`src/rtl/scfs_pkg.sv`:
```
// Types, constants and the sweep step function of the square channel sweep unit.
package scfs_pkg;

	localparam int FREQ_W  = 11;
	localparam int CNT_W   = 4;
	localparam int PER_W   = 3;
	localparam int SHIFT_W = 3;
	localparam int IDX_W   = 2;
	localparam int DATA_W  = 3;

	typedef logic [FREQ_W-1:0]  freq_t;
	typedef logic [CNT_W-1:0]   count_t;
	typedef logic [PER_W-1:0]   period_t;
	typedef logic [SHIFT_W-1:0] shift_t;
	typedef logic [IDX_W-1:0]   cfg_idx_t;
	typedef logic [DATA_W-1:0]  cfg_data_t;

	localparam freq_t FREQ_MAX = {FREQ_W{1'b1}};

	// Register indexes of the configuration port
	localparam cfg_idx_t REG_PERIOD = 2'd0;
	localparam cfg_idx_t REG_SHIFT  = 2'd1;
	localparam cfg_idx_t REG_NEGATE = 2'd2;

	// Input word kinds
	localparam logic MODE_TICK    = 1'b0;
	localparam logic MODE_TRIGGER = 1'b1;

	// A period of zero reloads as eight
	localparam count_t PERIOD_ZERO_RELOAD = 4'd8;

	typedef struct packed {
		freq_t freq;
		logic  overflow;
	} step_t;

	// One sweep step: shadow +/- (shadow >> shift), clamped at the maximum; a zero shift keeps shadow
	function automatic step_t sweep_step(freq_t shadow, shift_t shift, logic negate);
		logic [FREQ_W:0] delta;
		logic [FREQ_W:0] next;
		step_t           res;
		delta = {1'b0, shadow} >> shift;
		if (negate) begin
			next = {1'b0, shadow} - delta;
		end else begin
			next = {1'b0, shadow} + delta;
		end
		res.overflow = 1'b0;
		res.freq     = shadow;
		if (shift != '0) begin
			if (next > {1'b0, FREQ_MAX}) begin
				res.freq     = FREQ_MAX;
				res.overflow = 1'b1;
			end else begin
				res.freq = next[FREQ_W-1:0];
			end
		end
		return res;
	endfunction

	// Counter reload value for a period setting
	function automatic count_t reload_value(period_t period);
		return (period == '0) ? PERIOD_ZERO_RELOAD : {1'b0, period};
	endfunction

endpackage

```
`src/rtl/square_channel_frequency_sweep.sv`:
```
// Square channel frequency sweep unit: trigger and tick words in, one result word out each.
// Each input word is evaluated in the cycle it is accepted, against the shadow frequency,
// period counter and active flag, and its result word is loaded into the output register;
// the unit takes one word per cycle and delivers it in the next cycle. The output register is
// the only throttle: a new word is taken whenever the register is empty or being drained in
// the same cycle. Configuration writes are taken at any time (cfg_ready is always high) and
// are meant to be done while no word is in flight. A trigger loads the shadow frequency and
// runs one step at once; a tick, while active, counts the period down and steps on expiry.
module square_channel_frequency_sweep (
	input  logic               clk,
	input  logic               arst_n,
	input  logic               cfg_valid,
	output logic               cfg_ready,
	input  scfs_pkg::cfg_idx_t cfg_index,
	input  scfs_pkg::cfg_data_t cfg_data,
	input  logic               in_valid,
	output logic               in_ready,
	input  logic               mode,
	input  scfs_pkg::freq_t    start_frequency,
	output logic               out_valid,
	input  logic               out_ready,
	output scfs_pkg::freq_t    frequency,
	output logic               frequency_written,
	output logic               sweep_enabled
);
	import scfs_pkg::*;

	period_t period_q;
	shift_t  shift_q;
	logic    negate_q;

	freq_t   shadow_q;
	count_t  count_q;
	logic    active_q;

	logic    out_valid_q;
	freq_t   freq_q;
	logic    written_q;
	logic    enabled_q;

	logic    in_accept;
	freq_t   step_src;
	step_t   step_res;
	logic    expire;
	freq_t   shadow_d;
	count_t  count_d;
	logic    active_d;
	logic    written_d;

	assign cfg_ready = 1'b1;
	assign in_ready  = !out_valid_q || out_ready;
	assign in_accept = in_valid && in_ready;

	// Write configuration registers; ignore unknown indexes
	always_ff @(posedge clk or negedge arst_n) begin
		if (!arst_n) begin
			period_q <= '0;
			shift_q  <= '0;
			negate_q <= 1'b0;
		end else if (cfg_valid) begin
			unique case (cfg_index)
				REG_PERIOD: period_q <= cfg_data[PER_W-1:0];
				REG_SHIFT:  shift_q  <= cfg_data[SHIFT_W-1:0];
				REG_NEGATE: negate_q <= cfg_data[0];
				default:    ;
			endcase
		end
	end

	// Run one sweep step on the trigger frequency or the current shadow
	assign step_src = (mode == MODE_TRIGGER) ? start_frequency : shadow_q;
	assign step_res = sweep_step(step_src, shift_q, negate_q);
	assign expire   = (count_q <= count_t'(1));

	// Next state for this word
	always_comb begin
		shadow_d  = shadow_q;
		count_d   = count_q;
		active_d  = active_q;
		written_d = 1'b0;
		if (mode == MODE_TRIGGER) begin
			shadow_d = step_res.freq;
			count_d  = reload_value(period_q);
			active_d = ((period_q != '0) || (shift_q != '0)) && !step_res.overflow;
		end else if (active_q) begin
			if (expire) begin
				shadow_d  = step_res.freq;
				count_d   = reload_value(period_q);
				active_d  = !step_res.overflow;
				written_d = 1'b1;
			end else begin
				count_d = count_q - count_t'(1);
			end
		end
	end

	// Advance sweep state on each accepted word
	always_ff @(posedge clk or negedge arst_n) begin
		if (!arst_n) begin
			shadow_q <= '0;
			count_q  <= '0;
			active_q <= 1'b0;
		end else if (in_accept) begin
			shadow_q <= shadow_d;
			count_q  <= count_d;
			active_q <= active_d;
		end
	end

	// Hold the result word until it is taken
	always_ff @(posedge clk or negedge arst_n) begin
		if (!arst_n) begin
			out_valid_q <= 1'b0;
		end else if (in_accept) begin
			out_valid_q <= 1'b1;
		end else if (out_ready) begin
			out_valid_q <= 1'b0;
		end
	end

	always_ff @(posedge clk) begin
		if (in_accept) begin
			freq_q    <= shadow_d;
			written_q <= written_d;
			enabled_q <= active_d;
		end
	end

	assign out_valid         = out_valid_q;
	assign frequency         = freq_q;
	assign frequency_written = written_q;
	assign sweep_enabled     = enabled_q;

endmodule

```
`config.mk`:
```
export PLATFORM = sky130hd
export DESIGN_NAME = square_channel_frequency_sweep
export DESIGN_NICKNAME = d
export VERILOG_FILES = /design/src/rtl/scfs_pkg.sv /design/src/rtl/square_channel_frequency_sweep.sv
export SDC_FILE = /design/constraint.sdc
export NUM_CORES = 1
export LEC_CHECK = 0
export BUFFER_PORTS_ARGS = -buffer_cell sky130_fd_sc_hd__buf_2
export CAP_MARGIN = 20
export CORE_MARGIN = 3
export CORE_UTILIZATION = 45
export CTS_CLUSTER_SIZE = 28
export DETAILED_ROUTE_END_ITERATION = 16
export GPL_ROUTABILITY_DRIVEN = 0
export HOLD_SLACK_MARGIN = 0.05
export RECOVER_POWER = 100
export SYNTH_ARGS = -nofsm -noshare
export SYNTH_HDL_FRONTEND = slang
export SYNTH_SLANG_ARGS = --single-unit
```
`constraint.sdc`:
```
create_clock -name clk -period 5.6 [get_ports clk]
set_input_delay 0.56 -clock clk [delete_from_list [all_inputs] [get_ports clk]]
set_output_delay 0.56 -clock clk [all_outputs]
set_load 0.005 [all_outputs]
```
==> results of run 1 <==
## cells by family (layout without fill, tap and decap cells)
family | count (synthesis) | count (layout) | share of synthesized area
adder cells (fa/ha/maj) | 15 | 15 | 0.0639
buffers and inverters | 29 | 60 | 0.0426
flip-flops | 37 | 37 | 0.325
other | 1 | 1 | 0.00123
AO/OA/AOI/OAI | 89 | 89 | 0.193
AND/OR/NAND/NOR | 114 | 114 | 0.177
XOR/XNOR | 16 | 16 | 0.0484
multiplexers | 33 | 33 | 0.149
## state kept, by name (all words and copies together), names as in the netlist
signal,flops
frequency,11
shadow_q,11
count_q,4
period_q,3
shift_q,3
active_q,1
frequency_written,1
negate_q,1
out_valid,1
sweep_enabled,1
## cell type report
| cell class | instances | share of cell area |
|---|---|---|
| Multi-Input combinational cell | 268 | 0.574 |
| Sequential cell | 37 | 0.295 |
| Timing Repair Buffer | 40 | 0.0563 |
| Tap cell | 77 | 0.0287 |
| Clock buffer | 5 | 0.0205 |
| Inverter | 12 | 0.0134 |
| Clock inverter | 3 | 0.0123 |
## routing by layer
layer	vias up	track usage	wire length, um
met3	11	0.0289	367
met5	-	0	0
li1	1282	-	-
met1	1260	0.280	3700
met2	77	0.345	3610
met4	0	0.0618	95
## synthesized netlist by cell type (3+ instances only)
library cell | count | area (sq um)
ha_1 | 14 | 175
nand3_1 | 3 | 15.0
o31ai_1 | 12 | 90.1
nor3_1 | 13 | 65.1
dfrtp_1 | 24 | 601
a21oi_1 | 18 | 90.1
a21o_1 | 4 | 30.0
nand2b_1 | 6 | 37.5
o22ai_1 | 6 | 37.5
nand2_1 | 38 | 143
mux2_2 | 21 | 236
xor2_1 | 6 | 52.6
mux4_2 | 4 | 90.1
inv_1 | 12 | 45.0
a211oi_1 | 5 | 37.5
nor3b_1 | 3 | 22.5
nor2b_1 | 3 | 18.8
edfxtp_1 | 13 | 390
o21a_1 | 4 | 30.0
and2_1 | 3 | 18.8
xnor2_1 | 9 | 78.8
clkbuf_1 | 10 | 37.5
mux2i_1 | 5 | 50.1
o21ai_0 | 20 | 100
a31oi_1 | 4 | 25.0
mux4_1 | 3 | 78.8
nor2_1 | 33 | 124
## per-stage QoR
step	setup WS, ps	total power, uW
finish	649	1960
global route	301	2130
floorplan	1040	1450
global placement	483	1720
detailed placement	459	1740
CTS	759	1970
## worst paths after layout
kind                                      to  depth (start not counted)
max in group asynchronous        period_q[1]                          1
worst max register to register  frequency[6]                         18
min in group asynchronous        shadow_q[7]                          1
worst min-delay path               out_valid                          2
worst min register to register   period_q[1]                          1
worst max-delay path            frequency[6]                         19
## layout by cell type, fill, tap and decap left out, drive strengths merged, types with 14 or more instances in the layout
| master | n |
|---|---|
| buf | 24 |
| dfrtp | 24 |
| nand2 | 38 |
| clkbuf | 21 |
| nor3 | 15 |
| ha | 14 |
| o21ai | 21 |
| a21oi | 19 |
| nor2 | 33 |
| mux2 | 21 |
## power by group through the flow
stage | clock network [uW] | registers (uW) | logic (uW)
floorplan | 0 | 466 | 982
global placement | 0 | 502 | 1220
detailed placement | 0 | 505 | 1230
CTS | 234 | 499 | 1240
global route | 244 | 515 | 1370
finish | 229 | 501 | 1230
==> run metrics, run 1 <==
initial antenna violation count=0; Fill cells=637; synthesized instance count=roughly 330; sum of negative setup slack=0 ps; R2R setup slack=830 ps; Distinct cells, synth=55; Final Util=0.520; Hold Startpoint=in_valid; Worst IR Drop VDD=226 uV; Setup crit start kind=input pin; Slew HR=0.0611; Worst path slowest cell=mux4_1; dpl cell area=3270 sq um; Final HPWL DP=approximately 5800 um; fin nets=401; P_int=1080 uW; Worst Max-Slew Pin Slew=1410 ps; switching share of power=0.452; CTS Buffer Depth=2; WP buf/inv=2; Routed WL per cell=17.6 um; PortBufs=36; final instance area=3360 sq um; vias in the first global route=about 2,500; Worst Setup SP=mode; Routed WL=approximately 7800 um; core area=6460 sq um; Tcrit/Tclk final=0.884; min Tclk post-route=~5000 ps; Seq/Total Area, Yosys=0.325; Hold WS=roughly 480 ps; CP max FO=24; register area=roughly 990 sq um; CP top delay family=simple AND/OR/NAND/NOR gates; post-placement cell count=roughly 430; Sequential Power Share=0.255; DIE AREA=7810 sq um; Syn Std Cell Area=3050 sq um; WP data arrival=4950 ps; fin. max-slew vios=0; number of synthesized flops with an enable pin=13; Clock power frac=0.116; P_sw=slightly below 900 uW; pwr/cell area=just under 600 nW/um^2; largest net degree at the start of global routing=25; worst r2r src=shift_q[2]; Clk pin slew, worst setup/hold paths=70 ps; # H-tree levels=2; CP max stage delay=640 ps; Max Freq=about 200 MHz; drt drc=0; maxcap violations=0; worst clock skew=3.91 ps; Root Driver=clkbuf_8; final std cells w/o fill=442; layout cell share with drive strength beyond 1=0.184; Die Span X=roughly 88 um; vias per inst=between 5 and 6; # setup viols final=0; Layout area overhead=10.0%; clk_lat worst skew=just under 300 ps; Post-CTS Setup Repair Bufs=0; ant diodes=0; total number of vias=2,630; CTS buffer count=5; Num Clock Sinks=37; critical path, cell by cell=buf_2 > mux4_1 > and2_0 > a21oi_1 > nor2_1 > a21oi_1 > ha_1 > and2_0 > a21o_1 > xnor2_1 > ha_1 > or4_1 > o22ai_1 > nor3_1 > o22ai_1 > xor2_2 > buf_4 > nor3_1 > o31ai_1; crit path kind=in -> reg; ys async rst share=0.649; Gate power share=0.628; Pleak=0.00138 uW; remaining global-route overflow=0; RSZ-0062 raised after global routing=no; Mean Syn Cell Area=9.14 sq um; Site Rows=29; Synth Flop Type=dfrtp_1; CTS tree=yes; Detail Route Antenna Nets=0; hold buffers post-CTS=0; status=finished clean; Syn. warnings=0; synthesis-stage register bit count=37; die height=88.4 um; GRT Util Overall=0.207; Resize count post-CTS=0; Final Hold Viols=0; HP Class=in -> reg; initial DRC count=182; CP required=5600 ps; Initial Utilization=0.473; I/O pin count=38; drt pass-1 iters=4; Post-Syn Nets=approximately 370; global-route wire length before repair=12,300 um; area of the multi-input gates=1930 sq um; crit end category=flop
Power figures use the tool's default switching activity.
==> inputs of run 2 (changes only) <==
==> constraint.sdc (replaced) <==
create_clock -name clk -period 6.1 [get_ports clk]
set_input_delay 0.61 -clock clk [delete_from_list [all_inputs] [get_ports clk]]
set_output_delay 0.61 -clock clk [all_outputs]
set_load 0.005 [all_outputs]
==> run 2 against run 1 <==
Against the previous run:
- register-to-register slack improved by 270 ps
- die area did not move
- clock skew fell by 1.1 ps
- sequential share of layout area rose by 0.36 points
- core utilization fell by 0.62 points
- critical path type unchanged
- via count fell by 0.68%
- first-iteration DRC count fell by 14%
- combinational power fell by 11%
- sequential power fell by 8.4%
- routed wire length fell by 6.5%
- hold slack improved by 54 ps
- non-clock buffer count fell by 2
==> run metrics, run 2 (synthesized netlist as in run 1, its figures left out) <==
status=finished clean; Setup crit start kind=input pin; switching share of power=0.456; hold buffers post-CTS=0; Post-CTS Setup Repair Bufs=0; layout cell share with drive strength beyond 1=0.168; clk_lat worst skew=280 ps; Max Freq=189 MHz; Detail Route Antenna Nets=0; initial DRC count=157; CTS Buffer Depth=2; setup ws final=between 800 and 900 ps; core area=6460 sq um; HP Class=reg -> reg; P_int=about 950 uW; commonest non-fill, non-tap cell in the layout=nand2_1; drt drc=0; Worst Max-Slew Pin Slew=roughly 1400 ps; fin nets=399; Sequential Power Share=0.264; Die Span X=88.4 um; min Tclk post-route=between 5000 and 6000 ps; sum of negative setup slack=0 ps; die height=88.4 um; hold-critical path depth=2; Site Rows=29; Root Driver=clkbuf_8; Routed WL=approximately 7300 um; Pleak=0.00135 uW; initial antenna violation count=0; GRT Util Overall=0.199; Clock power frac=0.103; Final Hold Viols=0; CTS buffer count=5; pwr/cell area=524 nW/um^2; Tcrit/Tclk final=0.867; Clk pin slew, worst setup/hold paths=approximately 70 ps; crit path kind=in -> reg; CP required=6210 ps; ant diodes=0; P_sw=793 uW; Pwr Total=approximately 1700 uW; Slew HR=0.0800; Gate power share=0.633; Routed WL per cell=16.5 um; fin. max-slew vios=0; global-route wire length before repair=12,200 um; post-placement cell count=432; PortBufs=36; Layout area overhead=8.69%; Final HPWL DP=5610 um; final std cells w/o fill=440; vias in the first global route=between 2,000 and 2,500; most frequent cells in the layout=nand2_1, nor2_1, dfrtp_1, mux2_2, o21ai_0; I/O pin count=38; total number of vias=2,612; drt pass-1 iters=5; Initial Utilization=0.473; Num Clock Sinks=37; Worst IR Drop VDD=roughly 180 uV; crit end category=flop; RSZ-0062 raised after global routing=no; post-place setup slack=589 ps; Resize count post-CTS=0; # H-tree levels=2; DIE AREA=7810 sq um; CTS tree=yes; WP data arrival=5400 ps; cell count of the worst reg-to-reg path=17; worst clock skew=2.85 ps; maxcap violations=0; # setup viols final=0; vias per inst=5.94; CP max FO=24; remaining global-route overflow=0; largest net degree at the start of global routing=25
run 2: cell count changes in the layout (fill, tap and decap cells not counted), sizes merged:
cell    previous run  this run
bufinv             1         0
buf               24        20
clkbuf            21        25
clkinv             1         0
run 2: power by group through the flow:
| stage | logic [uW] | clock network, uW | registers (uW) |
|---|---|---|---|
| after global routing | 1250 | 197 | 477 |
| after floorplan | 901 | 0 | 428 |
| after CTS | 1120 | 187 | 460 |
| after detailed placement | 1110 | 0 | 465 |
| after global placement | 1110 | 0 | 464 |
| final | 1100 | 179 | 459 |
run 2: per-stage QoR:
step | hold WS, ps | cell area (sq um) | util
after floorplan | 314 | 3050 | -
after global placement | 508 | 3260 | 0.505
after detailed placement | 524 | 3260 | 0.505
after CTS | 345 | 3350 | 0.519
after global routing | 540 | 3320 | 0.514
final | 533 | 3320 | 0.514
run 2: critical path, stage by stage:
cell	delay [ps]
buf_2	420
mux4_1	650
and2_0	200
a21oi_1	140
nor2_1	50
a21oi_1	210
ha_1	210
and2_0	240
a21o_1	160
xnor2_1	70
ha_1	240
or4_1	480
o22ai_1	270
nor3_1	90
o22ai_1	230
xor2_2	620
nor3_1	220
o31ai_1	290
run 2: worst paths after layout:
path / slack, ps / endpoint / from
min in group asynchronous: 620 / shadow_q[7] / arst_n
worst max register to register: 1100 / frequency[5] / shift_q[2]
worst max-delay path: 810 / frequency[5] / mode
worst min-delay path: 530 / shadow_q[10] / shadow_q[10]
max in group asynchronous: 4660 / negate_q / arst_n
worst min register to register: 530 / shadow_q[10] / shadow_q[10]
run 2: layout make-up:
type	count	area, sq um
clock buffers	7	86.3
multi-input cells	268	1920
repair buffers	38	170
fillers	632	3140
clock inverters	1	7.51
flip-flops and latches	37	991
inverters	12	45.0
well taps	77	96.3
run 2: metal layers:
metal,vias up,track usage,wire length [um]
met2,76,0.332,3430
met3,6,0.0307,441
met4,0,0.0385,68
met5,-,0,0
li1,1280,-,-
met1,1250,0.278,3330
==> inputs of run 3 (changes only) <==
--- a/config.mk
+++ b/config.mk
@@ -5,13 +5,14 @@
 export SDC_FILE = /design/constraint.sdc
 export NUM_CORES = 1
 export LEC_CHECK = 0
-export BUFFER_PORTS_ARGS = -buffer_cell sky130_fd_sc_hd__buf_2
 export CAP_MARGIN = 20
 export CORE_MARGIN = 3
 export CORE_UTILIZATION = 45
 export CTS_CLUSTER_SIZE = 28
 export DETAILED_ROUTE_END_ITERATION = 16
+export DONT_BUFFER_PORTS = 1
 export GPL_ROUTABILITY_DRIVEN = 0
+export GPL_TIMING_DRIVEN = 0
 export HOLD_SLACK_MARGIN = 0.05
 export RECOVER_POWER = 100
 export SYNTH_ARGS = -nofsm -noshare
==> run 3 against run 2 <==
Against the previous run:
- setup slack better by 9.1 ps
- core utilization down 1.3 points
- clock power up 2%
- count of clock-buffer cells in the layout unchanged
- fmax up 0.17%
- non-clock buffer count down 19
- hold slack worse by 100 ps
- critical path depth up 1
- combinational power about the same
- first-iteration DRC count up 35%
- die area unchanged
- sequential power down 1%
==> run metrics, run 3 (synthesized netlist as in run 1, its figures left out) <==
CP max FO=10; total number of vias=around 2,600; core area=between 6000 and 7000 sq um; worst hold endpoint=out_valid; pwr/cell area=542 nW/um^2; Tcrit/Tclk final=0.866; Slew HR=0.0434; DIE AREA=7810 sq um; initial antenna violation count=0; R2R setup slack=820 ps; cell count of the worst reg-to-reg path=19; # setup viols final=0; HP Class=in -> reg; area of the multi-input gates=1910 sq um; Routed WL per cell=19.0 um; hold-critical path depth=1; Fill cells=599; clk_lat worst skew=290 ps; Routed WL=8000 um; Final Hold Viols=0; Layout area overhead=5.90%; largest net degree at the start of global routing=25; most frequent cells in the layout=nand2_1, nor2_1, dfrtp_1, mux2_2, o21ai_0; CTS Buffer Depth=2; Site Rows=29; ant diodes=0; die height=88.4 um; worst clock skew=5.78 ps; Num Clock Sinks=37; Post-CTS Setup Repair Bufs=0; Die Span X=88.4 um; GRT Util Overall=0.215; vias in the first global route=2,442; Worst IR Drop VDD=159 uV; Clk pin slew, worst setup/hold paths=roughly 80 ps; fin nets=380; fin. max-slew vios=0; min Tclk post-route=5280 ps; global-route wire length before repair=between 10,000 and 15,000 um; CTS tree=yes; Root Driver=clkbuf_8; post-placement cell count=412; final std cells w/o fill=421; CP required=between 6000 and 7000 ps; # H-tree levels=2; crit path kind=reg -> reg; drt drc=0; layout cell share with drive strength beyond 1=0.131; PortBufs=0; I/O pin count=38; remaining global-route overflow=0; Initial Utilization=0.473; RSZ-0062 raised after global routing=no; WP data arrival=5350 ps; vias per inst=6.14; status=finished clean; Worst R2R End=frequency[9]; register area=991 sq um; initial DRC count=212; Pleak=0.00129 uW; Worst Max-Slew Pin Slew=1430 ps; commonest non-fill, non-tap cell in the layout=nand2_1; Max Freq=between 150 and 200 MHz; CTS buffer count=5; drt pass-1 iters=4; worst r2r src=shift_q[2]; maxcap violations=0; Detail Route Antenna Nets=0; Setup crit start kind=flop; sum of negative setup slack=0 ps; crit end category=flop; Final HPWL DP=6140 um; Hold Startpoint=in_valid
run 3: cell types whose count changed in the layout (fill, tap and decap cells not counted), sizes merged:
cell	previous run	this run
buf	20	5
clkbuf	25	21
run 3: power breakdown:
| group | internal (uW) | switching (uW) |
|---|---|---|
| registers | 369 | 84.8 |
| logic | 487 | 630 |
| clock network | 91.9 | 90.6 |
| total | 948 | 805 |
run 3: what timing repair did:
action | CTS | global route
gates resized for setup | 0 | 0
hold buffers | 1 | 0
endpoints found under the hold margin | 24 | 0
run 3: worst max path at each step:
stage / start / end / slack [ps]
CTS: shift_q[2] / frequency[10] / 1150
global route: shift_q[2] / frequency[9] / 460
global placement: mode / frequency[9] / 970
floorplan: mode / frequency[10] / 1490
finish: shift_q[2] / frequency[9] / 820
detailed placement: mode / frequency[10] / 920
run 3: metrics by stage:
step | area, sq um | util | setup WS (ps) | total power (uW) | hold slack [ps]
3_5_place_dp | 3150 | 0.488 | 918 | 1580 | 316
2_1_floorplan | 3050 | - | 1490 | 1330 | 314
3_3_place_gp | 3150 | 0.488 | 967 | 1560 | 315
4_1_cts | 3270 | 0.506 | 1150 | 1770 | 125
5_1_grt | 3230 | 0.501 | 459 | 1920 | 426
6_report | 3230 | 0.501 | 820 | 1750 | 433
run 3: final cells by class:
type,count,share of cell area
clock inverter,1,0.00232
multi-input combinational,268,0.592
tap,77,0.0298
timing repair buffer,2,0.00271
sequential,37,0.307
buffer,17,0.0259
clock buffer,7,0.0267
inverter,12,0.0139
run 3: critical path, cell delays in order, from the launching register on:
cell and delay [ps]:
dfrtp_1 540, clkbuf_1 490, mux4_1 440, nand2_1 100, nand2_1 120, nand2_1 100, o21a_1 190, ha_1 180
and2_1 180, a21o_1 140, xnor2_1 90, ha_1 260, or4_1 480, o22ai_1 270, nor3_1 90, o22ai_1 180
xor2_1 540, buf_6 230, nor3_1 70, o31ai_1 360
run 3: per-layer routing:
metal	GRT usage	vias to the layer above	share of wire
li1	-	1242	-
met1	0.296	1237	0.45
met2	0.337	96	0.46
met3	0.0456	11	0.070
met4	0.0728	0	0.019
met5	0	-	0
